--- config.mk ---
export PLATFORM = sky130hd
export DESIGN_NAME = edd_csr
export DESIGN_NICKNAME = d
export VERILOG_FILES = /design/src/design/error_diffusion_dither_defines.svh /design/src/design/edd_pkg.sv /design/src/design/edd_csr.sv
export SDC_FILE = /design/constraint.sdc
export NUM_CORES = 1
export LEC_CHECK = 0
export BUFFER_PORTS_ARGS = -buffer_cell sky130_fd_sc_hd__buf_2
export CORE_ASPECT_RATIO = 1.4
export CORE_UTILIZATION = 52
export DETAILED_ROUTE_END_ITERATION = 16
export PLACE_DENSITY = 0.84
export REMOVE_ABC_BUFFERS = 1
export SKIP_CTS_REPAIR_TIMING = 1
export SLEW_MARGIN = 40
export SYNTH_ARGS = -nofsm -noshare
export SYNTH_HDL_FRONTEND = slang
export SYNTH_SLANG_ARGS = --single-unit
--- constraint.sdc ---
create_clock -name clock -period 1.6 [get_ports clock]
set_input_delay 0.24 -clock clock [delete_from_list [all_inputs] [get_ports clock]]
set_output_delay 0.24 -clock clock [all_outputs]
set_load 0.01 [all_outputs]
--- src/design/error_diffusion_dither_defines.svh ---
// Assertion macros shared by the dither RTL.
// EDD_ASSERT checks a property on every rising clock edge outside reset.
// EDD_ASSERT_NEVER checks that a condition never holds outside reset.
`ifndef ERROR_DIFFUSION_DITHER_DEFINES_SVH
`define ERROR_DIFFUSION_DITHER_DEFINES_SVH

`ifndef SYNTHESIS

`define EDD_ASSERT(name, clk, rst, prop, msg) \
   name: assert property (@(posedge clk) disable iff (rst) prop) \
      else $error(msg);

`define EDD_ASSERT_NEVER(name, clk, rst, cond, msg) \
   name: assert property (@(posedge clk) disable iff (rst) !(cond)) \
      else $error(msg);

`else

`define EDD_ASSERT(name, clk, rst, prop, msg)

`define EDD_ASSERT_NEVER(name, clk, rst, cond, msg)

`endif

`endif

--- src/design/edd_pkg.sv ---
`timescale 1ns / 1ps

package edd_pkg;

   // Field and register widths
   localparam int PIXEL_W     = 8;
   localparam int ERR_W       = 8;
   localparam int CARRY_W     = 7;
   localparam int IMG_W_BITS  = 11;
   localparam int IMG_H_BITS  = 16;
   localparam int GAIN_W      = 9;
   localparam int CSR_DATA_W  = 16;
   localparam int CSR_INDEX_W = 2;

   // Register indexes on the configuration port
   localparam logic [CSR_INDEX_W-1:0] REG_IMAGE_WIDTH  = 2'd0;
   localparam logic [CSR_INDEX_W-1:0] REG_IMAGE_HEIGHT = 2'd1;
   localparam logic [CSR_INDEX_W-1:0] REG_ERROR_GAIN   = 2'd2;

   // Register reset values (gain 155/256 is roughly 0.605)
   localparam logic [IMG_W_BITS-1:0] IMAGE_WIDTH_RST  = 11'd1024;
   localparam logic [IMG_H_BITS-1:0] IMAGE_HEIGHT_RST = 16'd768;
   localparam logic [GAIN_W-1:0]     ERROR_GAIN_RST   = 9'd155;

   // Gain saturation point (unity in Q1.8)
   localparam logic [GAIN_W-1:0] GAIN_MAX = 9'd256;

   // Output levels and rounding offset for the Q0.8 scale
   localparam logic [PIXEL_W-1:0] LEVEL_HIGH = 8'd255;
   localparam logic [PIXEL_W-1:0] LEVEL_LOW  = 8'd0;
   localparam logic [15:0]        ROUND_HALF = 16'd128;

   // Diffusion weights in sixteenths
   localparam logic [3:0] W_RIGHT       = 4'd7;
   localparam logic [3:0] W_BELOW_LEFT  = 4'd3;
   localparam logic [3:0] W_BELOW       = 4'd5;
   localparam logic [3:0] W_BELOW_RIGHT = 4'd1;

   // Position flags of one pixel in the frame
   typedef struct packed {
      logic first_row;
      logic end_of_row;
      logic end_of_frame;
   } edd_flags_type;

endpackage

--- src/design/edd_csr.sv ---
`timescale 1ns / 1ps

module edd_csr
   import edd_pkg::*;
(
   input  logic                   clock,
   input  logic                   reset,
   input  logic                   csr_we,
   input  logic [CSR_INDEX_W-1:0] csr_index,
   input  logic [CSR_DATA_W-1:0]  csr_wdata,
   output logic [IMG_W_BITS-1:0]  image_width,
   output logic [IMG_H_BITS-1:0]  image_height,
   output logic [GAIN_W-1:0]      error_gain
);

   logic [IMG_W_BITS-1:0] image_width_ff;
   logic [IMG_H_BITS-1:0] image_height_ff;
   logic [GAIN_W-1:0]     error_gain_ff;

   // Take a write into the addressed register; ignore unused indexes
   always_ff @(posedge clock) begin
      if (reset) begin
         image_width_ff  <= IMAGE_WIDTH_RST;
         image_height_ff <= IMAGE_HEIGHT_RST;
         error_gain_ff   <= ERROR_GAIN_RST;
      end else if (csr_we) begin
         case (csr_index)
            REG_IMAGE_WIDTH: begin
               image_width_ff <= csr_wdata[IMG_W_BITS-1:0];
            end
            REG_IMAGE_HEIGHT: begin
               image_height_ff <= csr_wdata[IMG_H_BITS-1:0];
            end
            REG_ERROR_GAIN: begin
               error_gain_ff <= csr_wdata[GAIN_W-1:0];
            end
            default: begin
            end
         endcase
      end
   end

   assign image_width  = image_width_ff;
   assign image_height = image_height_ff;
   assign error_gain   = error_gain_ff;

endmodule

==> reports/results.tsv <==
stage	metric	value	unit
routing	DRC	0	
die	die area	3170	um^2
routing	DR pass1 iterations	4	
sta	post-route setup slack	0.529	ns
die	num rows	22	
cells_and_area	nets@finish	224	
die	die width	47.9	um
clock_network	clk sinks	36	
clock_network	insertion delay to the later sink of the worst-skew pair	0.33	ns
sta	Min Hold Slack	0.160	ns
sta	Clock Skew	0	ns
critical_path	Critical-path top delay cell	dfxtp_1	
critical_path	Reg2Reg Setup Slack	0.95	ns
sta	Final period util	66.9	%
outcome	outcome	finished clean	
global_routing	global route total overflow	0	
global_routing	first-pass GRT wire length	4.42	mm
yosys	Synth Instances	148	
critical_path	CP top delay family	flip-flops	
power_and_ir_drop	Pleak	0.000888	uW
min_path	worst hold path class	in -> reg	
yosys	sequential element share of the synthesized area	47.0	%
global_routing	vias in the first global route	1066	
yosys	yosys warns	0	
clock_network	number of CTS-inserted buffers	5	
sta	Worst-Margin Slew	0.429	ns
cells_and_area	n_diodes	0	
cells_and_area	Area growth, synth to finish	23.2	%
sta	Slew Limit Headroom	71.4	%
placed_design	number of port buffers	56	
cells_and_area	fraction of layout cells with a size suffix above 1	31.9	%
sta	max-slew violations	0	
die	# IOs	57	
routing	vias per cell	4.81	
critical_path	crit-path cells	buf_2	
power_and_ir_drop	Pwr Density	865	nW/um^2
critical_path	type of element launching the critical path	register	
global_routing	antenna violations before repair	0	
cells_and_area	final core utilization	70.0	%
die	area of the core	2700	um^2
global_routing	largest net degree at the start of global routing	35	
critical_path	Largest stage delay, worst path	0.36	ns
routing	WL per Instance	11.7	um
critical_path	crit end category	primary output	
die	Initial Utilization	56.8	%
sta	Fin. Hold Viols	0	
yosys	FF+latch count, synth	36	
power_and_ir_drop	IR drop worst, VDD	0.000679	V
routing	Antenna Nets Post-Route	0	
cells_and_area	Fillers	232	
placed_design	dpl hpwl	2.21	mm
placed_design	gpl congestion	0.731	
routing	Iter 0 DRT Violations	24	
critical_path	CP Data Required Time	1.36	ns
sta	fmax	934	MHz
critical_path	crit path max fanout	2	
sta	Final TNS setup	0	ns
sta	Final Setup Violations	0	
yosys	Cell variety after synth	11	
clock_network	Max clock buf depth	2	
clock_network	clock root buffer	clkbuf_4	
placed_design	worst slack at placement	0.398	ns
yosys	synthesized area	1530	um^2
die	Die Span Y	66.2	um
clock_network	htree depth	2	
job	max-cap viol count	0	
critical_path	crit path buf inv count	1	
yosys	Avg Cell Area, Syn	10.4	um^2
sta	unrepaired setup endpoints after global routing	false	
critical_path	arrival time at the worst endpoint	0.83	ns
global_routing	total track usage	20.3	%
clock_network	clock-pin slew on the worst setup and hold paths	0.10	ns
clock_network	CTS tree	done	
sta	Tmin final	1.07	ns
routing	Total Routed Length	2.81	mm
routing	number of vias in the routed layout	1155	
critical_path	Crit Path Class	reg -> out	
## cell families (layout without fill, tap and decap cells)
family	after synthesis	in the layout	share of synthesized area, %
mux	36	36	23.5
buf+inv	10	66	3.67
flops	36	36	47.0
simple gates	66	66	25.8
## through the flow
| step | total power, uW | cells | instance area [um^2] |
|---|---|---|---|
| 6_report | 1630 | 240 | 1890 |
| 5_1_grt | 1720 | 240 | 1890 |
| 4_1_cts | 1660 | 240 | 1890 |
| 3_5_place_dp | 1160 | 232 | 1830 |
| 3_3_place_gp | 1160 | 232 | 1830 |
| 2_1_floorplan | 1070 | 138 | 1480 |
## power breakdown
part	switching (uW)	internal, uW
logic	97.8	99.6
registers	15.5	927
clock network	276	217
## worst reg2reg max path, cell delays in order, from the launching register on
cell and delay (ns):
dfxtp_1 0.35, nand2b_1 0.07, mux2i_1 0.16
## placed cells by master, fill, tap and decap left out
cell type	netlist	layout
nand3b_1	2	2
and3b_1	2	2
nand2b_1	44	44
or3b_1	1	1
buf_2	3	56
nor3b_4	1	1
clkbuf_1	5	2
clkbuf_8	0	1
dfxtp_1	36	36
buf_12	0	1
nor2_1	16	16
mux2i_1	36	36
buf_4	0	1
clkbuf_4	0	5
## synthesized netlist by cell type
| cell | number | area [um^2] |
|---|---|---|
| nand2b_1 | 44 | 275 |
| buf_6 | 2 | 22.5 |
| and3b_1 | 2 | 17.5 |
| buf_2 | 3 | 15.0 |
| dfxtp_1 | 36 | 721 |
| nor2_1 | 16 | 60.1 |
| nand3b_1 | 2 | 15.0 |
| or3b_1 | 1 | 8.76 |
| mux2i_1 | 36 | 360 |
| clkbuf_1 | 5 | 18.8 |
| nor3b_4 | 1 | 18.8 |
## metal layers
| layer | up-vias | track usage (%) | share of wire (%) |
|---|---|---|---|
| li1 | 592 | - | - |
| met1 | 520 | 20.1 | 40 |
| met2 | 36 | 35.0 | 52 |
| met3 | 7 | 7.92 | 5.9 |
| met4 | 0 | 9.38 | 2.1 |
| met5 | - | 0 | 0 |
## state kept, by name, indices dropped and copies added, names as in the netlist
name          cells
image_width      11
image_height     16
error_gain        9
## area by class of cell
class | count | area (um^2) | share of cell area [%]
Clock buffer | 8 | 58.8 | 3.11
Multi-Input combinational cell | 102 | 756 | 40.0
Sequential cell | 36 | 721 | 38.2
Tap cell | 36 | 45.0 | 2.39
Timing Repair Buffer | 58 | 308 | 16.3
## path summary, 6_finish.rpt
kind / from / endpoint / cells past startpoint
max: error_gain[3] / error_gain[3] / 1
min reg2reg: image_width[9] / image_width[9] / 2
min: csr_wdata[14] / image_height[14] / 3
max reg2reg: image_width[7] / image_width[7] / 2
No activity file was read; power rests on OpenSTA's default activity.
