## config.mk

```make
export PLATFORM = sky130hd
export DESIGN_NAME = edd_position
export DESIGN_NICKNAME = d
export VERILOG_FILES = /design/src/design/error_diffusion_dither_defines.svh /design/src/design/edd_pkg.sv /design/src/design/edd_position.sv
export SDC_FILE = /design/constraint.sdc
export NUM_CORES = 1
export LEC_CHECK = 0
export ABC_AREA = 0
export BUFFER_PORTS_ARGS = -buffer_cell sky130_fd_sc_hd__buf_2
export CORE_MARGIN = 2
export CORE_UTILIZATION = 57
export DETAILED_ROUTE_END_ITERATION = 12
export GPL_ROUTABILITY_DRIVEN = 0
export HOLD_SLACK_MARGIN = 0.08
export PLACE_DENSITY = 0.78
export SYNTH_ARGS = -nofsm -noshare
export SYNTH_HDL_FRONTEND = slang
export SYNTH_SLANG_ARGS = --single-unit
```

## constraint.sdc

```tcl
create_clock -name clock -period 8.9 [get_ports clock]
set_input_delay 2.225 -clock clock [delete_from_list [all_inputs] [get_ports clock]]
set_output_delay 2.225 -clock clock [all_outputs]
set_load 0.02 [all_outputs]
```

## src/design/error_diffusion_dither_defines.svh

```systemverilog
// Assertion macros shared by the dither RTL.
// EDD_ASSERT checks a property on every rising clock edge outside reset.
// EDD_ASSERT_NEVER checks that a condition never holds outside reset.
`ifndef ERROR_DIFFUSION_DITHER_DEFINES_SVH
`define ERROR_DIFFUSION_DITHER_DEFINES_SVH

`ifndef SYNTHESIS

`define EDD_ASSERT(name, clk, rst, prop, msg) \
   name: assert property (@(posedge clk) disable iff (rst) prop) \
      else $error(msg);

`define EDD_ASSERT_NEVER(name, clk, rst, cond, msg) \
   name: assert property (@(posedge clk) disable iff (rst) !(cond)) \
      else $error(msg);

`else

`define EDD_ASSERT(name, clk, rst, prop, msg)

`define EDD_ASSERT_NEVER(name, clk, rst, cond, msg)

`endif

`endif

```

## src/design/edd_pkg.sv

```systemverilog
`timescale 1ns / 1ps

package edd_pkg;

   // Field and register widths
   localparam int PIXEL_W     = 8;
   localparam int ERR_W       = 8;
   localparam int CARRY_W     = 7;
   localparam int IMG_W_BITS  = 11;
   localparam int IMG_H_BITS  = 16;
   localparam int GAIN_W      = 9;
   localparam int CSR_DATA_W  = 16;
   localparam int CSR_INDEX_W = 2;

   // Register indexes on the configuration port
   localparam logic [CSR_INDEX_W-1:0] REG_IMAGE_WIDTH  = 2'd0;
   localparam logic [CSR_INDEX_W-1:0] REG_IMAGE_HEIGHT = 2'd1;
   localparam logic [CSR_INDEX_W-1:0] REG_ERROR_GAIN   = 2'd2;

   // Register reset values (gain 155/256 is roughly 0.605)
   localparam logic [IMG_W_BITS-1:0] IMAGE_WIDTH_RST  = 11'd1024;
   localparam logic [IMG_H_BITS-1:0] IMAGE_HEIGHT_RST = 16'd768;
   localparam logic [GAIN_W-1:0]     ERROR_GAIN_RST   = 9'd155;

   // Gain saturation point (unity in Q1.8)
   localparam logic [GAIN_W-1:0] GAIN_MAX = 9'd256;

   // Output levels and rounding offset for the Q0.8 scale
   localparam logic [PIXEL_W-1:0] LEVEL_HIGH = 8'd255;
   localparam logic [PIXEL_W-1:0] LEVEL_LOW  = 8'd0;
   localparam logic [15:0]        ROUND_HALF = 16'd128;

   // Diffusion weights in sixteenths
   localparam logic [3:0] W_RIGHT       = 4'd7;
   localparam logic [3:0] W_BELOW_LEFT  = 4'd3;
   localparam logic [3:0] W_BELOW       = 4'd5;
   localparam logic [3:0] W_BELOW_RIGHT = 4'd1;

   // Position flags of one pixel in the frame
   typedef struct packed {
      logic first_row;
      logic end_of_row;
      logic end_of_frame;
   } edd_flags_type;

endpackage

```

## src/design/edd_position.sv

```systemverilog
`timescale 1ns / 1ps

module edd_position
   import edd_pkg::*;
#(
   parameter int MAX_WIDTH = 1024
) (
   input  logic                         clock,
   input  logic                         reset,
   input  logic                         advance,
   input  logic [IMG_W_BITS-1:0]        image_width,
   input  logic [IMG_H_BITS-1:0]        image_height,
   output logic [$clog2(MAX_WIDTH)-1:0] column,
   output edd_flags_type                flags
);

   localparam int XW = $clog2(MAX_WIDTH);
   localparam int MW = $clog2(MAX_WIDTH + 1);
   localparam int CW = (MW > IMG_W_BITS) ? MW : IMG_W_BITS;

   logic [XW-1:0]         col_ff;
   logic [XW-1:0]         col_in;
   logic [IMG_H_BITS-1:0] row_ff;
   logic [IMG_H_BITS-1:0] row_in;

   logic [CW-1:0]         width_ext;
   logic [CW-1:0]         width_eff;
   logic [XW-1:0]         col_last;
   logic [IMG_H_BITS-1:0] row_last;
   logic                  last_col;
   logic                  last_row;

   // Bound the configured size: zero acts as one, width caps at the row store
   always_comb begin
      width_ext = CW'(image_width);
      if (width_ext == '0) begin
         width_eff = CW'(1);
      end else if (width_ext > CW'(MAX_WIDTH)) begin
         width_eff = CW'(MAX_WIDTH);
      end else begin
         width_eff = width_ext;
      end
      col_last = XW'(width_eff - CW'(1));
      row_last = (image_height == '0) ? '0 : image_height - IMG_H_BITS'(1);
   end

   // A position at or past the last column (row) ends it at once
   always_comb begin
      last_col = (col_ff >= col_last);
      last_row = (row_ff >= row_last);
      column   = last_col ? col_last : col_ff;

      flags.first_row    = (row_ff == '0);
      flags.end_of_row   = last_col;
      flags.end_of_frame = last_col && last_row;

      col_in = last_col ? '0 : column + XW'(1);
      if (last_col) begin
         row_in = last_row ? '0 : row_ff + IMG_H_BITS'(1);
      end else begin
         row_in = row_ff;
      end
   end

   // Advance the raster position on every accepted request
   always_ff @(posedge clock) begin
      if (reset) begin
         col_ff <= '0;
         row_ff <= '0;
      end else if (advance) begin
         col_ff <= col_in;
         row_ff <= row_in;
      end
   end

endmodule

```

==> run metrics <==
wirelength, routed 5910 um; number of buffers inserted by post-CTS setup repair 0; Total Power Consumption 0.000269 W; fmax 0.124 GHz; global-route wire length before repair 10000 um; combinational share of power 19.8%; number of synthesized flops with an enable pin 0; area grow syn2layout 10.9%; largest net degree at the start of global routing 27; Setup Total Neg Slack 0 ns; Crit. Startpoint image_height[4]; result of the run complete, no violations; final-report setup violation count 0; total internal power 0.000200 W; sequential cell area fraction in the yosys report 19.8%; Mapped Area 2620 um2; clock latency of the later-clocked register in the worst-skew pair 0.27 ns; portion of synthesized cell area occupied by the leading cell type 19.8%; power density over the cells 92.6 nW/um2; share of synthesized registers carrying an async set or reset 0%; Tightest Pin Transition 1.02 ns; cell area after placement 2840 um2; FF-to-FF Start col_ff[0]$_SDFFE_PP0P_; floorplan die area 5160 um2; Worst Path Arrival 5.86 ns; share of total power consumed by net switching 25.9%; total DRC errors in the routed layout 0; vias per cell 6.02; core region area 4380 um2; IO Port Bufs 42; number of levels in the clock H-tree 1; initial antenna violation count 0; Mapped Cells 344; WL per Instance 13.8 um; worst-case vdd ir drop 0.0759 mV; setup clock skew after layout 0.00432 ns; met3 Resource Use GR 2.67%; global routing met1 resource utilization 28.5%; stage delay of the slowest cell on the critical path 0.49 ns; drt first-iter violations 100; data required time of the critical path 6.68 ns; clock buffer depth 2; final antenna diode count 0; row count 24; post-cts sizing count 0; count of antenna-violating nets left after detailed routing 0; synth warn 0; CTS tree built; final worst-path setup slack 0.814 ns; largest fanout on the critical path 12; final design utilization 66.3%; dpl hpwl 4760 um; number of sinks handled by clock tree synthesis 26; total non-filler cell area in the finished layout 2910 um2; vias in the first global route 2344; hold buffer count at cts 0; Worst setup SP type input pin; overflow left after global routing 0; leading cell types by total area after synthesis dfxtp_1, ha_1, xor2_1, nor2_1, a21oi_1; pre-CTS setup slack 0.802 ns; number of nets in the finished design 439; clock edge transition at the registers on the reported setup and hold paths 0.09 ns; portion of the clock cycle consumed by the worst path in the final layout 90.9%; length of the first detailed-routing pass in iterations 4; most common cell type on the critical path buf_2; via total after detailed routing 2589; IO Pins 43; Overall Global Routing Usage 23.8%; relative slew slack 31.6%; startpoint of the lowest-slack hold path row_ff[0]$_SDFFE_PP0P_; number of library cell types mapped by synthesis 58; CP cell instances buf_2, or3_1, nor3_1, and3b_1, nand3_1, nand2_1, ha_1, a2111o_1, a31oi_1, o21ai_0, a221o_1, a221oi_1, a21oi_1, buf_2; Pins Over Slew Limit 0; clock root buffer master clkbuf_8; max-capacitance violation count 0; endpoint class of the critical path output port; chip width 71.8 um; share of layout cells above drive strength 1 15.3%; starting utilization of the core area 59.8%; portion of total power attributed to sequential cells 44.1%; part of the power in the clock network 36.1%; final hold vios 0; kind of critical path input pin to output port; average footprint of a synthesized cell 7.62 um2; number of register bits inferred by synthesis 26; Leak 1.32 nW; GR Util met2 44.1%; net count of the mapped netlist 404; switching component of the power 0.0000696 W; number of buffers inserted during clock tree synthesis 3; post-route minimum period 8.09 ns; Die Y-Extent 71.8 um; classification of the worst-slack hold path register to register; RSZ-0062 raised after global routing no; leading area contributor after synthesis dfxtp_1; layer with the highest usage after global routing met2; number of fillers in the final layout 396; Critical-path top delay cell a221oi_1; Most used DFF post-synth dfxtp_1
-- cells in the final DEF, fill, tap and decap left out, types with 5 or more instances in the layout --
master | Yosys | routed
a21oi_1 | 22 | 22
and3_1 | 8 | 8
nor4_1 | 8 | 8
nand2_1 | 27 | 27
a21o_1 | 5 | 5
ha_1 | 30 | 30
xnor2_1 | 8 | 8
xor2_1 | 19 | 19
o21a_1 | 5 | 5
nand2b_1 | 6 | 6
dfxtp_1 | 26 | 26
inv_1 | 14 | 14
o21ai_0 | 13 | 13
nand3_1 | 11 | 11
buf_2 | 4 | 42
nor2_1 | 39 | 39
nor3_1 | 10 | 10
nand4_1 | 11 | 11
or3_1 | 11 | 11
-- critical path: cells and delay by family --
family / cells / cell delay, ns
AOI/OAI and AO/OA: 6 / 1.56
adders and majority gates: 1 / 0.26
and+or+nand+nor: 5 / 1.51
buffers and inverters: 2 / 0.30
-- per-stage QoR --
stage / hold slack, ns / instances
floorplan: 0.448 / 344
global placement: 0.466 / 426
detailed placement: 0.471 / 426
CTS: 0.482 / 430
global route: 0.497 / 430
finish: 0.483 / 430
-- Yosys cell counts (all sizes together) (4+ instances only) --
cell type / count
mux2i: 4
nand4: 11
or4: 5
nor3: 12
a21o: 5
clkbuf: 5
a21oi: 22
xor2: 19
ha: 30
or3: 11
o21a: 5
nand2: 28
inv: 14
and3: 8
dfxtp: 26
o21ai: 14
nand2b: 6
a31oi: 5
xnor2: 8
nor2b: 4
nand3: 11
buf: 7
nor2: 39
nor4: 8
-- cells by family after synthesis --
logic type	Yosys count	share of synthesized area, %
AO/OA/AOI/OAI	72	18.3
buffers and inverters	26	4.34
flip-flops	26	19.8
AND/OR/NAND/NOR	157	31.8
multiplexers	6	2.39
adder cells (fa/ha/maj)	30	14.3
XOR/XNOR	27	9.02
-- cell type report --
type | count | area, um2 | area share [%]
tap | 52 | 65.1 | 2.24
sequential | 26 | 520 | 17.9
clock inverter | 1 | 30.0 | 1.03
inverter | 14 | 52.6 | 1.81
timing repair buffer | 42 | 210 | 7.23
multi-input combinational | 292 | 1990 | 68.4
clock buffer | 3 | 41.3 | 1.42
-- state kept, by name, summed over array words and instances, names as in the netlist --
register,flops
row_ff,16
col_ff,10
-- per-layer routing --
metal  part of all wire [%]  vias to the layer above
li1                       -                     1329
met1                     43                     1198
met2                     53                       54
met3                    3.1                        8
met4                    1.2                        0
met5                      0                        -
-- power by group through the flow --
stage / clock network [W] / logic (W) / registers [W]
6_report: 0.0000973 / 0.0000532 / 0.000119
5_1_grt: 0.000105 / 0.0000609 / 0.000119
4_1_cts: 0.000100 / 0.0000534 / 0.000119
3_5_place_dp: 0 / 0.0000529 / 0.000122
3_3_place_gp: 0 / 0.0000521 / 0.000122
2_1_floorplan: 0 / 0.0000338 / 0.000121
-- final timing paths --
path	to	slack (ns)	depth (start not counted)
min reg2reg	row_ff[0]$_SDFFE_PP0P_	0.48	2
min	row_ff[0]$_SDFFE_PP0P_	0.48	2
max	flags[0]	0.81	14
max reg2reg	col_ff[8]$_SDFFE_PP0P_	5.51	14
Power figures use the tool's default switching activity.
