`src/design/error_diffusion_dither_defines.svh`:
```
// Assertion macros shared by the dither RTL.
// EDD_ASSERT checks a property on every rising clock edge outside reset.
// EDD_ASSERT_NEVER checks that a condition never holds outside reset.
`ifndef ERROR_DIFFUSION_DITHER_DEFINES_SVH
`define ERROR_DIFFUSION_DITHER_DEFINES_SVH

`ifndef SYNTHESIS

`define EDD_ASSERT(name, clk, rst, prop, msg) \
   name: assert property (@(posedge clk) disable iff (rst) prop) \
      else $error(msg);

`define EDD_ASSERT_NEVER(name, clk, rst, cond, msg) \
   name: assert property (@(posedge clk) disable iff (rst) !(cond)) \
      else $error(msg);

`else

`define EDD_ASSERT(name, clk, rst, prop, msg)

`define EDD_ASSERT_NEVER(name, clk, rst, cond, msg)

`endif

`endif

```
`src/design/edd_pkg.sv`:
```
`timescale 1ns / 1ps

package edd_pkg;

   // Field and register widths
   localparam int PIXEL_W     = 8;
   localparam int ERR_W       = 8;
   localparam int CARRY_W     = 7;
   localparam int IMG_W_BITS  = 11;
   localparam int IMG_H_BITS  = 16;
   localparam int GAIN_W      = 9;
   localparam int CSR_DATA_W  = 16;
   localparam int CSR_INDEX_W = 2;

   // Register indexes on the configuration port
   localparam logic [CSR_INDEX_W-1:0] REG_IMAGE_WIDTH  = 2'd0;
   localparam logic [CSR_INDEX_W-1:0] REG_IMAGE_HEIGHT = 2'd1;
   localparam logic [CSR_INDEX_W-1:0] REG_ERROR_GAIN   = 2'd2;

   // Register reset values (gain 155/256 is roughly 0.605)
   localparam logic [IMG_W_BITS-1:0] IMAGE_WIDTH_RST  = 11'd1024;
   localparam logic [IMG_H_BITS-1:0] IMAGE_HEIGHT_RST = 16'd768;
   localparam logic [GAIN_W-1:0]     ERROR_GAIN_RST   = 9'd155;

   // Gain saturation point (unity in Q1.8)
   localparam logic [GAIN_W-1:0] GAIN_MAX = 9'd256;

   // Output levels and rounding offset for the Q0.8 scale
   localparam logic [PIXEL_W-1:0] LEVEL_HIGH = 8'd255;
   localparam logic [PIXEL_W-1:0] LEVEL_LOW  = 8'd0;
   localparam logic [15:0]        ROUND_HALF = 16'd128;

   // Diffusion weights in sixteenths
   localparam logic [3:0] W_RIGHT       = 4'd7;
   localparam logic [3:0] W_BELOW_LEFT  = 4'd3;
   localparam logic [3:0] W_BELOW       = 4'd5;
   localparam logic [3:0] W_BELOW_RIGHT = 4'd1;

   // Position flags of one pixel in the frame
   typedef struct packed {
      logic first_row;
      logic end_of_row;
      logic end_of_frame;
   } edd_flags_type;

endpackage

```
`src/design/edd_diffuse.sv`:
```
`timescale 1ns / 1ps

module edd_diffuse
   import edd_pkg::*;
#(
   parameter int MAX_WIDTH = 1024
) (
   input  logic                         clock,
   input  logic                         reset,
   input  logic                         fire,
   input  logic [PIXEL_W-1:0]           pixel,
   input  logic [$clog2(MAX_WIDTH)-1:0] column,
   input  edd_flags_type                flags,
   input  logic signed [ERR_W-1:0]      below,
   input  logic [GAIN_W-1:0]            error_gain,
   output logic [PIXEL_W-1:0]           level,
   output logic                         prim_en,
   output logic [$clog2(MAX_WIDTH)-1:0] prim_addr,
   output logic signed [ERR_W-1:0]      prim_data,
   output logic                         defer_en,
   output logic [$clog2(MAX_WIDTH)-1:0] defer_addr,
   output logic signed [ERR_W-1:0]      defer_data
);

   localparam int XW = $clog2(MAX_WIDTH);

   // (mag * num) / 16, truncated
   function automatic logic [6:0] part_mag(input logic [6:0] mag, input logic [3:0] num);
      logic [10:0] prod;
      prod = 11'(mag) * 11'(num);
      return prod[10:4];
   endfunction

   function automatic logic signed [ERR_W-1:0] with_sign(input logic [6:0] mag,
                                                          input logic neg);
      logic signed [ERR_W-1:0] val;
      val = $signed({1'b0, mag});
      return neg ? -val : val;
   endfunction

   logic signed [CARRY_W-1:0] rc_ff;
   logic signed [CARRY_W-1:0] rc_in;
   logic signed [ERR_W-1:0]   pbl_ff;
   logic signed [ERR_W-1:0]   pbl_in;
   logic signed [ERR_W-1:0]   pbh_ff;
   logic signed [ERR_W-1:0]   pbh_in;

   logic signed [ERR_W-1:0] below_use;
   logic signed [9:0]       sum;
   logic [PIXEL_W-1:0]      clamped;
   logic                    high;
   logic [6:0]              err_mag;
   logic [GAIN_W-1:0]       gain_sat;
   logic [15:0]             scaled;
   logic [15:0]             rounded;
   logic [6:0]              e_mag;
   logic signed [ERR_W-1:0] s_right;
   logic signed [ERR_W-1:0] s_below_left;
   logic signed [ERR_W-1:0] s_below;
   logic signed [ERR_W-1:0] s_below_right;
   logic signed [ERR_W-1:0] pbl_next;
   logic                    last_col;

   // Add the waiting errors and clamp to a pixel
   always_comb begin
      below_use = flags.first_row ? '0 : below;
      sum = 10'($signed({1'b0, pixel})) + 10'(rc_ff) + 10'(below_use);
      if (sum[9]) begin
         clamped = '0;
      end else if (sum[8]) begin
         clamped = LEVEL_HIGH;
      end else begin
         clamped = sum[7:0];
      end
      high    = clamped[7];
      level   = high ? LEVEL_HIGH : LEVEL_LOW;
      err_mag = high ? 7'(LEVEL_HIGH - clamped) : clamped[6:0];
   end

   // Scale the error by the gain and round half away from zero
   always_comb begin
      gain_sat = (error_gain > GAIN_MAX) ? GAIN_MAX : error_gain;
      scaled   = 16'(err_mag) * 16'(gain_sat);
      rounded  = scaled + ROUND_HALF;
      e_mag    = rounded[14:8];

      s_right       = with_sign(part_mag(e_mag, W_RIGHT), high);
      s_below_left  = with_sign(part_mag(e_mag, W_BELOW_LEFT), high);
      s_below       = with_sign(part_mag(e_mag, W_BELOW), high);
      s_below_right = with_sign(part_mag(e_mag, W_BELOW_RIGHT), high);
   end

   // Spread the parts; nothing crosses the right edge
   always_comb begin
      last_col = flags.end_of_row;
      pbl_next = pbh_ff + s_below;
      rc_in    = last_col ? '0 : CARRY_W'(s_right);
      pbl_in   = last_col ? '0 : pbl_next;
      pbh_in   = last_col ? '0 : s_below_right;

      if (column != '0) begin
         prim_en   = fire;
         prim_addr = column - XW'(1);
         prim_data = pbl_ff + s_below_left;
      end else begin
         prim_en   = fire && last_col;
         prim_addr = column;
         prim_data = pbl_next;
      end
      defer_en   = fire && last_col && (column != '0);
      defer_addr = column;
      defer_data = pbl_next;
   end

   // Advance the carried errors once per computed pixel
   always_ff @(posedge clock) begin
      if (reset) begin
         rc_ff  <= '0;
         pbl_ff <= '0;
         pbh_ff <= '0;
      end else if (fire) begin
         rc_ff  <= rc_in;
         pbl_ff <= pbl_in;
         pbh_ff <= pbh_in;
      end
   end

endmodule
```
`config.mk`:
```
export PLATFORM = sky130hd
export DESIGN_NAME = edd_diffuse
export DESIGN_NICKNAME = d
export VERILOG_FILES = /design/src/design/error_diffusion_dither_defines.svh /design/src/design/edd_pkg.sv /design/src/design/edd_diffuse.sv
export SDC_FILE = /design/constraint.sdc
export NUM_CORES = 1
export LEC_CHECK = 0
export BUFFER_PORTS_ARGS = -buffer_cell sky130_fd_sc_hd__buf_2
export CAP_MARGIN = 30
export CORE_MARGIN = 2
export CORE_UTILIZATION = 35
export CTS_CLUSTER_DIAMETER = 150
export DETAILED_ROUTE_END_ITERATION = 12
export PLACE_DENSITY = 0.59
export SYNTH_ARGS = -nofsm -noshare
export SYNTH_HDL_FRONTEND = slang
export SYNTH_SLANG_ARGS = --single-unit
```
`constraint.sdc`:
```
create_clock -name clock -period 38.4 [get_ports clock]
set_clock_uncertainty 0.1 [all_clocks]
set_input_delay 9.6 -clock clock [delete_from_list [all_inputs] [get_ports clock]]
set_output_delay 9.6 -clock clock [all_outputs]
set_load 0.03 [all_outputs]
```
==> summary.txt, run 1 <==
Global routing
  • Largest net degree at the start of global routing: 30
  • Grt ovf: 0
  • Global-route wire length before repair: roughly 26 mm
  • Antenna violations before repair: 0
  • Total Routing Usage GR: 0.1678
  • Vias in the first global route: 5325

Final layout
  • Fin cells: approximately 1100
  • Final nets: about 1000
  • Area growth syn-to-layout: 9.411%
  • Design area: between 6000 and 7000 um2
  • Antenna Cells: 0
  • Share of layout cells above drive strength 1: 0.1282

Die
  • Chip height: between 100 and 150 um
  • Rows: 48
  • Die area: 18740 um2
  • Die width: ~140 um
  • I/O pins: 87
  • Core ar.: 17300 um2
  • Starting Density: 0.3574

Drt
  • DR vias/cell: ~5
  • Routed vias: roughly 5600
  • Antenna Violating Nets Remaining: 0
  • Detailed router's first-iteration violation count: between 200 and 250
  • WL/cell: roughly 14 um
  • # DRC: 0
  • DR pass1 iterations: 7
  • Drt total wl: around 15 mm

STA
  • Worst-margin pin slew: about 970 ps
  • Tcrit/Tclk final: 0.8264
  • Hold Fails Final Rpt: 0
  • Period minus WS final: 31730 ps
  • RSZ-0062 raised after global routing: false
  • Fmax: between 30 and 40 MHz
  • Setup TNS Final: 0 ps
  • # setup viols final: 0
  • Worst rel slew slack: 0.3530
  • Slew Viols, Final: 0

Clock network
  • # hold bufs at CTS: 0
  • Clock tree sinks: 20
  • CTS max path bufs: 2
  • Setup Buffers After CTS: 0
  • Root Buffer: clkbuf_16
  • Htree depth: 1
  • Post_cts resized: 0
  • CTS buffer count: 3
  • Worst skew pair latency: ~250 ps
  • CTS tree: yes
  • CTS clock-pin slew for the worst setup and hold paths: approximately 60 ps

Synthesis
  • Syn_nets: 984
  • Top post-synthesis cells by count: 109 x inv_1, 97 x nor2_1, 78 x ha_1, 57 x nand2_1, 52 x a21oi_1
  • Post-Syn Area: 6182 um2
  • Syn Area/Cell: 7.576 um2
  • Synth Warn #: 0
  • Ys flop type: dfxtp_1
  • Post-synthesis sequential area ratio: 0.06476
  • Yosys top cell area share: 0.1587
  • Post-synthesis cell type count: 72
  • Area leader, netlist: fa_1
  • Async set-reset flop share out of synthesis: 0
  • Cells after synthesis: 816
  • Most numerous cell in the Yosys netlist: inv_1
  • Top post-synthesis cells by area: fa_1 16%, ha_1 16%, inv_1 6.6%, dfxtp_1 6.5%, xnor2_1 6.0%
  • #FFs+latches synth: 20
  • Number of enable flip-flop cells after synthesis: 0

Min path
  • Hold Path End: pbl_ff[0]$_SDFFE_PP0P_
  • Hold wc startpoint: pbl_ff[0]$_SDFFE_PP0P_
  • WHS Path Cells: 2
  • Tightest Hold Check Type: flop to flop

Critical path
  • Critical Path RT: between 20000 and 30000 ps
  • Critical path buffers and inverters: 7
  • CP Capture Type: output pin
  • CP top delay family: adder cells
  • Critical path class: primary input to output pin
  • CP max FO: 19
  • Critical path's slowest cell: and4_1
  • Crit path top cell by count: fa_1
  • Cell depth of the worst flop-to-flop path: 42
  • Crit path from: flags[2]
  • Crit-path max cell delay: 660 ps
  • Reg-to-reg setup timing slack: 25800 ps
  • Crit path launch type: primary input
  • Critical path arrival: approximately 22000 ps
  • Reg-to-reg endpoint: pbl_ff[7]$_SDFFE_PP0P_
  • R2r startpoint: rc_ff[1]$_SDFFE_PP0P_

Placed design
  • Placed cells: 1087
  • Post-DP HPWL: 12.52 mm
  • Placed instance area: 6675 um2
  • Port bufs: 85
  • Routability cong.: slightly below 0.9

Job
  • Max-cap viol count: 0

Outcome
  • Run status: finished, final reports clean
-- tightest hold or removal path, stage by stage (launching register included) --
cell      delay (ps)
dfxtp_1          310
nand2b_1          60
a21oi_1           50
-- stage by stage --
step	hold WS (ps)	setup slack, ps	utilization
final	374.9	6666	0.3911
after global routing	423.9	5667	0.3911
after CTS	380.1	6634	0.3911
after detailed placement	369.3	6674	0.3859
after global placement	362.7	6786	0.3859
after floorplan	350.4	8497	-
-- placed cells by master (no fill, tap or decap), drive strengths merged, types with 3 or more instances in the layout --
cell,n
dfxtp,20
a21o,19
o31ai,5
and3,7
ha,78
xor2,12
fa,49
o211ai,5
o21ai,26
o21a,6
buf,87
nand4,9
nand3,16
mux2i,8
nor3,18
clkbuf,4
o21bai,6
a31oi,6
nor2b,25
a211oi,8
a311oi,4
nor2,97
or2,4
nand2,57
or3,4
nand3b,4
o32ai,3
and2,8
and4,3
nand2b,15
inv,110
xnor2,44
a21oi,53
nor4,8
o311ai,6
-- cells by family (layout without fill, tap and decap cells) --
family / count (synthesis) / after routing / share of synthesized area
simple gates: 279 / 279 / 0.2184
flops: 20 / 20 / 0.06476
mux: 9 / 9 / 0.01477
xor+xnor: 56 / 56 / 0.08359
fa+ha+maj: 128 / 128 / 0.3182
buf+inv: 153 / 203 / 0.1050
compound gates: 171 / 171 / 0.1953
-- layer usage --
metal	GRT usage	share of wire
met3	0.009259	0.033
met2	0.2589	0.43
met5	0	0
met4	0.01260	0.0048
met1	0.2661	0.53
-- flip-flops by register name, summed over array words and instances (netlist names) --
signal,flops
pbh_ff,5
rc_ff,7
pbl_ff,8
-- cell type report --
class,count,area (um2)
Clock buffer,4,88.84
Inverter,112,420.4
Tap cell,225,281.5
Multi-Input combinational cell,643,5132
Fill cell,1833,10530
Sequential cell,20,400.4
Timing Repair Buffer,87,440.4
-- worst max-delay path by stage --
stage	to	slack [ps]	depth (start not counted)
after global routing	prim_data[7]	5670	46
after floorplan	prim_data[7]	8500	47
after CTS	prim_data[7]	6630	46
final	prim_data[7]	6670	45
after detailed placement	prim_data[7]	6670	46
after global placement	prim_data[7]	6790	46
Power of run 1 is not shown: default switching activity piles up to over one toggle a cycle in this logic, so the estimate is an artifact.
==> inputs of run 2 (changes only) <==
- ABC_AREA: default -> 1
- clock period: 38.4 -> 30.7 ns (I/O delays scaled with it)
==> run 2 against run 1 <==
Core utilization grew 0.29 points. Die area shrank 1.4%. Global-route usage shrank 1.4 points. Sequential cell count is the same. Worst setup slack lost 2000 ps. Area after synthesis shrank 1.4%.
==> summary.txt, run 2 <==
Placed design
  • Placed cells: 1208 (+11%)
  • Routability cong.: 0.8367 (-3.6%)
  • Port bufs: 85 (unchanged)
  • Placed instance area: 6661 um2 (-0.21%)
  • Post-DP HPWL: 11.92 mm (-4.8%)

Critical path
  • Critical path's slowest cell: fa_1
  • Reg-to-reg setup timing slack: 20040 ps (-5760 ps)
  • Reg-to-reg endpoint: pbl_ff[7]$_SDFFE_PP0P_
  • Critical path class: primary input to output pin
  • Critical Path RT: 22930 ps (-5770 ps)
  • Crit path top cell by count: nand2_1
  • Critical path buffers and inverters: 10 (+3)
  • Crit path launch type: primary input
  • CP max FO: 26 (+7)
  • Cell depth of the worst flop-to-flop path: 53 (+26%)
  • Critical path arrival: 18220 ps (-3810 ps)
  • CP top delay family: adder cells
  • R2r startpoint: rc_ff[1]$_SDFFE_PP0P_
  • CP Capture Type: output pin
  • Crit-path max cell delay: 550 ps (-110 ps)

STA
  • Fmax: between 30 and 40 MHz
  • # setup viols final: 0 (unchanged)
  • Worst rel slew slack: 0.4760 (+0.1229)
  • Hold Fails Final Rpt: 0 (unchanged)
  • Tcrit/Tclk final: 0.8467
  • Setup TNS Final: 0 ps (unchanged)
  • Period minus WS final: around 26000 ps
  • Worst-margin pin slew: 785.2 ps (-181.7 ps)
  • Slew Viols, Final: 0 (unchanged)
  • Final hold slack: 371.5 ps (-3.477 ps)
  • RSZ-0062 raised after global routing: false

Synthesis
  • Cells after synthesis: 921 (+13%)
  • Syn Area/Cell: 6.619 um2 (-13%)
  • Post-Syn Area: 6096 um2 (-1.4%)
  • #FFs+latches synth: 20 (unchanged)
  • Yosys top cell area share: 0.1609 (+0.002247)
  • Number of enable flip-flop cells after synthesis: 0 (unchanged)
  • Area leader, netlist: fa_1
  • Most numerous cell in the Yosys netlist: inv_1
  • Async set-reset flop share out of synthesis: 0 (unchanged)
  • Ys flop type: dfxtp_1
  • Syn_nets: 1089 (+11%)
  • Top post-synthesis cells by count: 198 x inv_1, 190 x nand2_1, 107 x nor2_1, 78 x ha_1, 49 x fa_1
  • Top post-synthesis cells by area: fa_1 16%, ha_1 16%, inv_1 12%, nand2_1 12%, nor2_1 6.6%
  • Post-synthesis cell type count: 46 (-36%)
  • Synth Warn #: 0 (unchanged)
  • Post-synthesis sequential area ratio: 0.06568 (+0.0009172)

Global routing
  • Grt ovf: 0 (unchanged)
  • Total Routing Usage GR: 0.1534 (-0.01439)
  • Global-route wire length before repair: 23.67 mm (-8.7%)
  • Vias in the first global route: 5272 (-1.0%)
  • Antenna violations before repair: 0 (unchanged)
  • Largest net degree at the start of global routing: 27 (-10%)

Clock network
  • Setup Buffers After CTS: 0 (unchanged)
  • Htree depth: 1 (unchanged)
  • CTS max path bufs: 2 (unchanged)
  • # hold bufs at CTS: 0 (unchanged)
  • Worst skew pair latency: 260 ps (about the same)
  • Post_cts resized: 0 (unchanged)
  • CTS tree: yes
  • CTS buffer count: 3 (unchanged)
  • Root Buffer: clkbuf_16
  • Clock tree sinks: 20 (unchanged)
  • CTS clock-pin slew for the worst setup and hold paths: 70 ps (about the same)

Drt
  • DR pass1 iterations: 5 (-2)
  • Detailed router's first-iteration violation count: 199 (-10%)
  • Antenna Violating Nets Remaining: 0 (unchanged)
  • DR vias/cell: 4.556 (-11%)
  • # DRC: 0 (unchanged)
  • Drt total wl: 13.78 mm (-8.6%)
  • Routed vias: 5522 (-1.1%)
  • WL/cell: 11.37 um (-18%)

Final layout
  • Fillers: 1865 (+1.7%)
  • Register with the most flip-flops: pbl_ff
  • Design area: 6766 um2 (about the same)
  • Fin cells: 1212 (+11%)
  • Most common library cell in the layout ignoring fill and taps: inv_1
  • Final nets: 1156 (+12%)
  • Share of layout cells above drive strength 1: 0.1621 (+0.03393)
  • Max reg flops: 8 (unchanged)
  • Most frequent cells in the layout: 198 x inv_1, 190 x nand2_1, 107 x nor2_1, 85 x buf_2, 78 x ha_1
  • Largest regs: pbl_ff: 8 flops, rc_ff: 7 flops, pbh_ff: 5 flops
  • Antenna Cells: 0 (unchanged)
  • Multi-input logic area: 4756 um2 (-7.3%)
  • Sequential cell area: 400.4 um2 (unchanged)
  • Area growth syn-to-layout: 11.00%

Outcome
  • Run status: finished, final reports clean

Die
  • Core ar.: 17180 um2 (-0.69%)
  • Rows: 48 (unchanged)
  • I/O pins: 87 (unchanged)
  • Chip height: 136.0 um (-0.68%)
  • Die width: 136.0 um (-0.68%)
  • Die area: 18490 um2 (-1.4%)
  • Starting Density: 0.3549 (-0.002527)

Min path
  • Tightest Hold Check Type: flop to flop
  • Hold Path End: pbh_ff[0]$_SDFFE_PP0P_
  • WHS Path Cells: 2 (unchanged)
  • Hold wc startpoint: pbh_ff[0]$_SDFFE_PP0P_

Job
  • Max-cap viol count: 0 (unchanged)
## run 2: cell types whose count changed in the layout (fill, tap and decap cells not counted), sizes merged, moves of 9 or more
| cell | previous run | this run |
|---|---|---|
| nor2b | 25 | 0 |
| nand3 | 16 | 49 |
| xnor2 | 44 | 16 |
| inv | 110 | 204 |
| a21o | 19 | 2 |
| xor2 | 12 | 21 |
| nand2 | 57 | 222 |
| nand2b | 15 | 0 |
| nor2 | 97 | 114 |
| nor3 | 18 | 6 |
## run 2: layer usage
layer,wire length (um),share of wire,vias up,GRT usage
met1,6679,0.48,2511,0.2157
met3,395,0.029,6,0.005966
li1,-,-,2936,-
met4,67,0.0049,0,0.01563
met2,6635,0.48,69,0.2702
met5,0,0,-,0
## run 2: final cells by class
type | count | share of cell area
Inverter | 205 | 0.1141
Timing Repair Buffer | 88 | 0.06675
Tap cell | 225 | 0.04161
Clock buffer | 3 | 0.01109
Clock inverter | 1 | 0.004438
Sequential cell | 20 | 0.05917
Multi-Input combinational cell | 670 | 0.7028
## run 2: logic make-up after synthesis
group                      after synthesis  share of synthesized area
AOI/OAI and AO/OA                       93                    0.08559
xor gates and xnor gates                37                    0.05316
adders and majority gates              127                     0.3210
buffers and inverters                  231                     0.1541
DFF                                     20                    0.06568
and+or+nand+nor                        413                     0.3204
## run 2: how the worst max path moves through the flow
stage                         from      endpoint  slack (ps)  cells past startpoint
final                     flags[2]  prim_data[7]        4710                     55
after global routing      flags[2]  prim_data[7]        3640                     55
after CTS                 flags[2]  prim_data[7]        4620                     55
after detailed placement  flags[2]  prim_data[7]        4680                     55
after global placement    flags[2]  prim_data[7]        4630                     55
after floorplan           below[1]  prim_data[6]        5690                     46
## run 2: worst register-to-register path: cells and delay by family (launching register included)
family                   cells  cell delay (ps)
XOR/XNOR                     4              980
buffers and inverters        9             1090
AND/OR/NAND/NOR             19             1850
adder cells (fa/ha/maj)     12             4710
AO/OA/AOI/OAI                9             1450
flip-flops                   1              350
## run 2: metrics by stage
stage / setup WS, ps / utilization
2_1_floorplan: 5687 / -
3_3_place_gp: 4628 / 0.3872
3_5_place_dp: 4675 / 0.3878
4_1_cts: 4624 / 0.3939
5_1_grt: 3643 / 0.3939
6_report: 4707 / 0.3939
Power of run 2 is left out for the same reason.
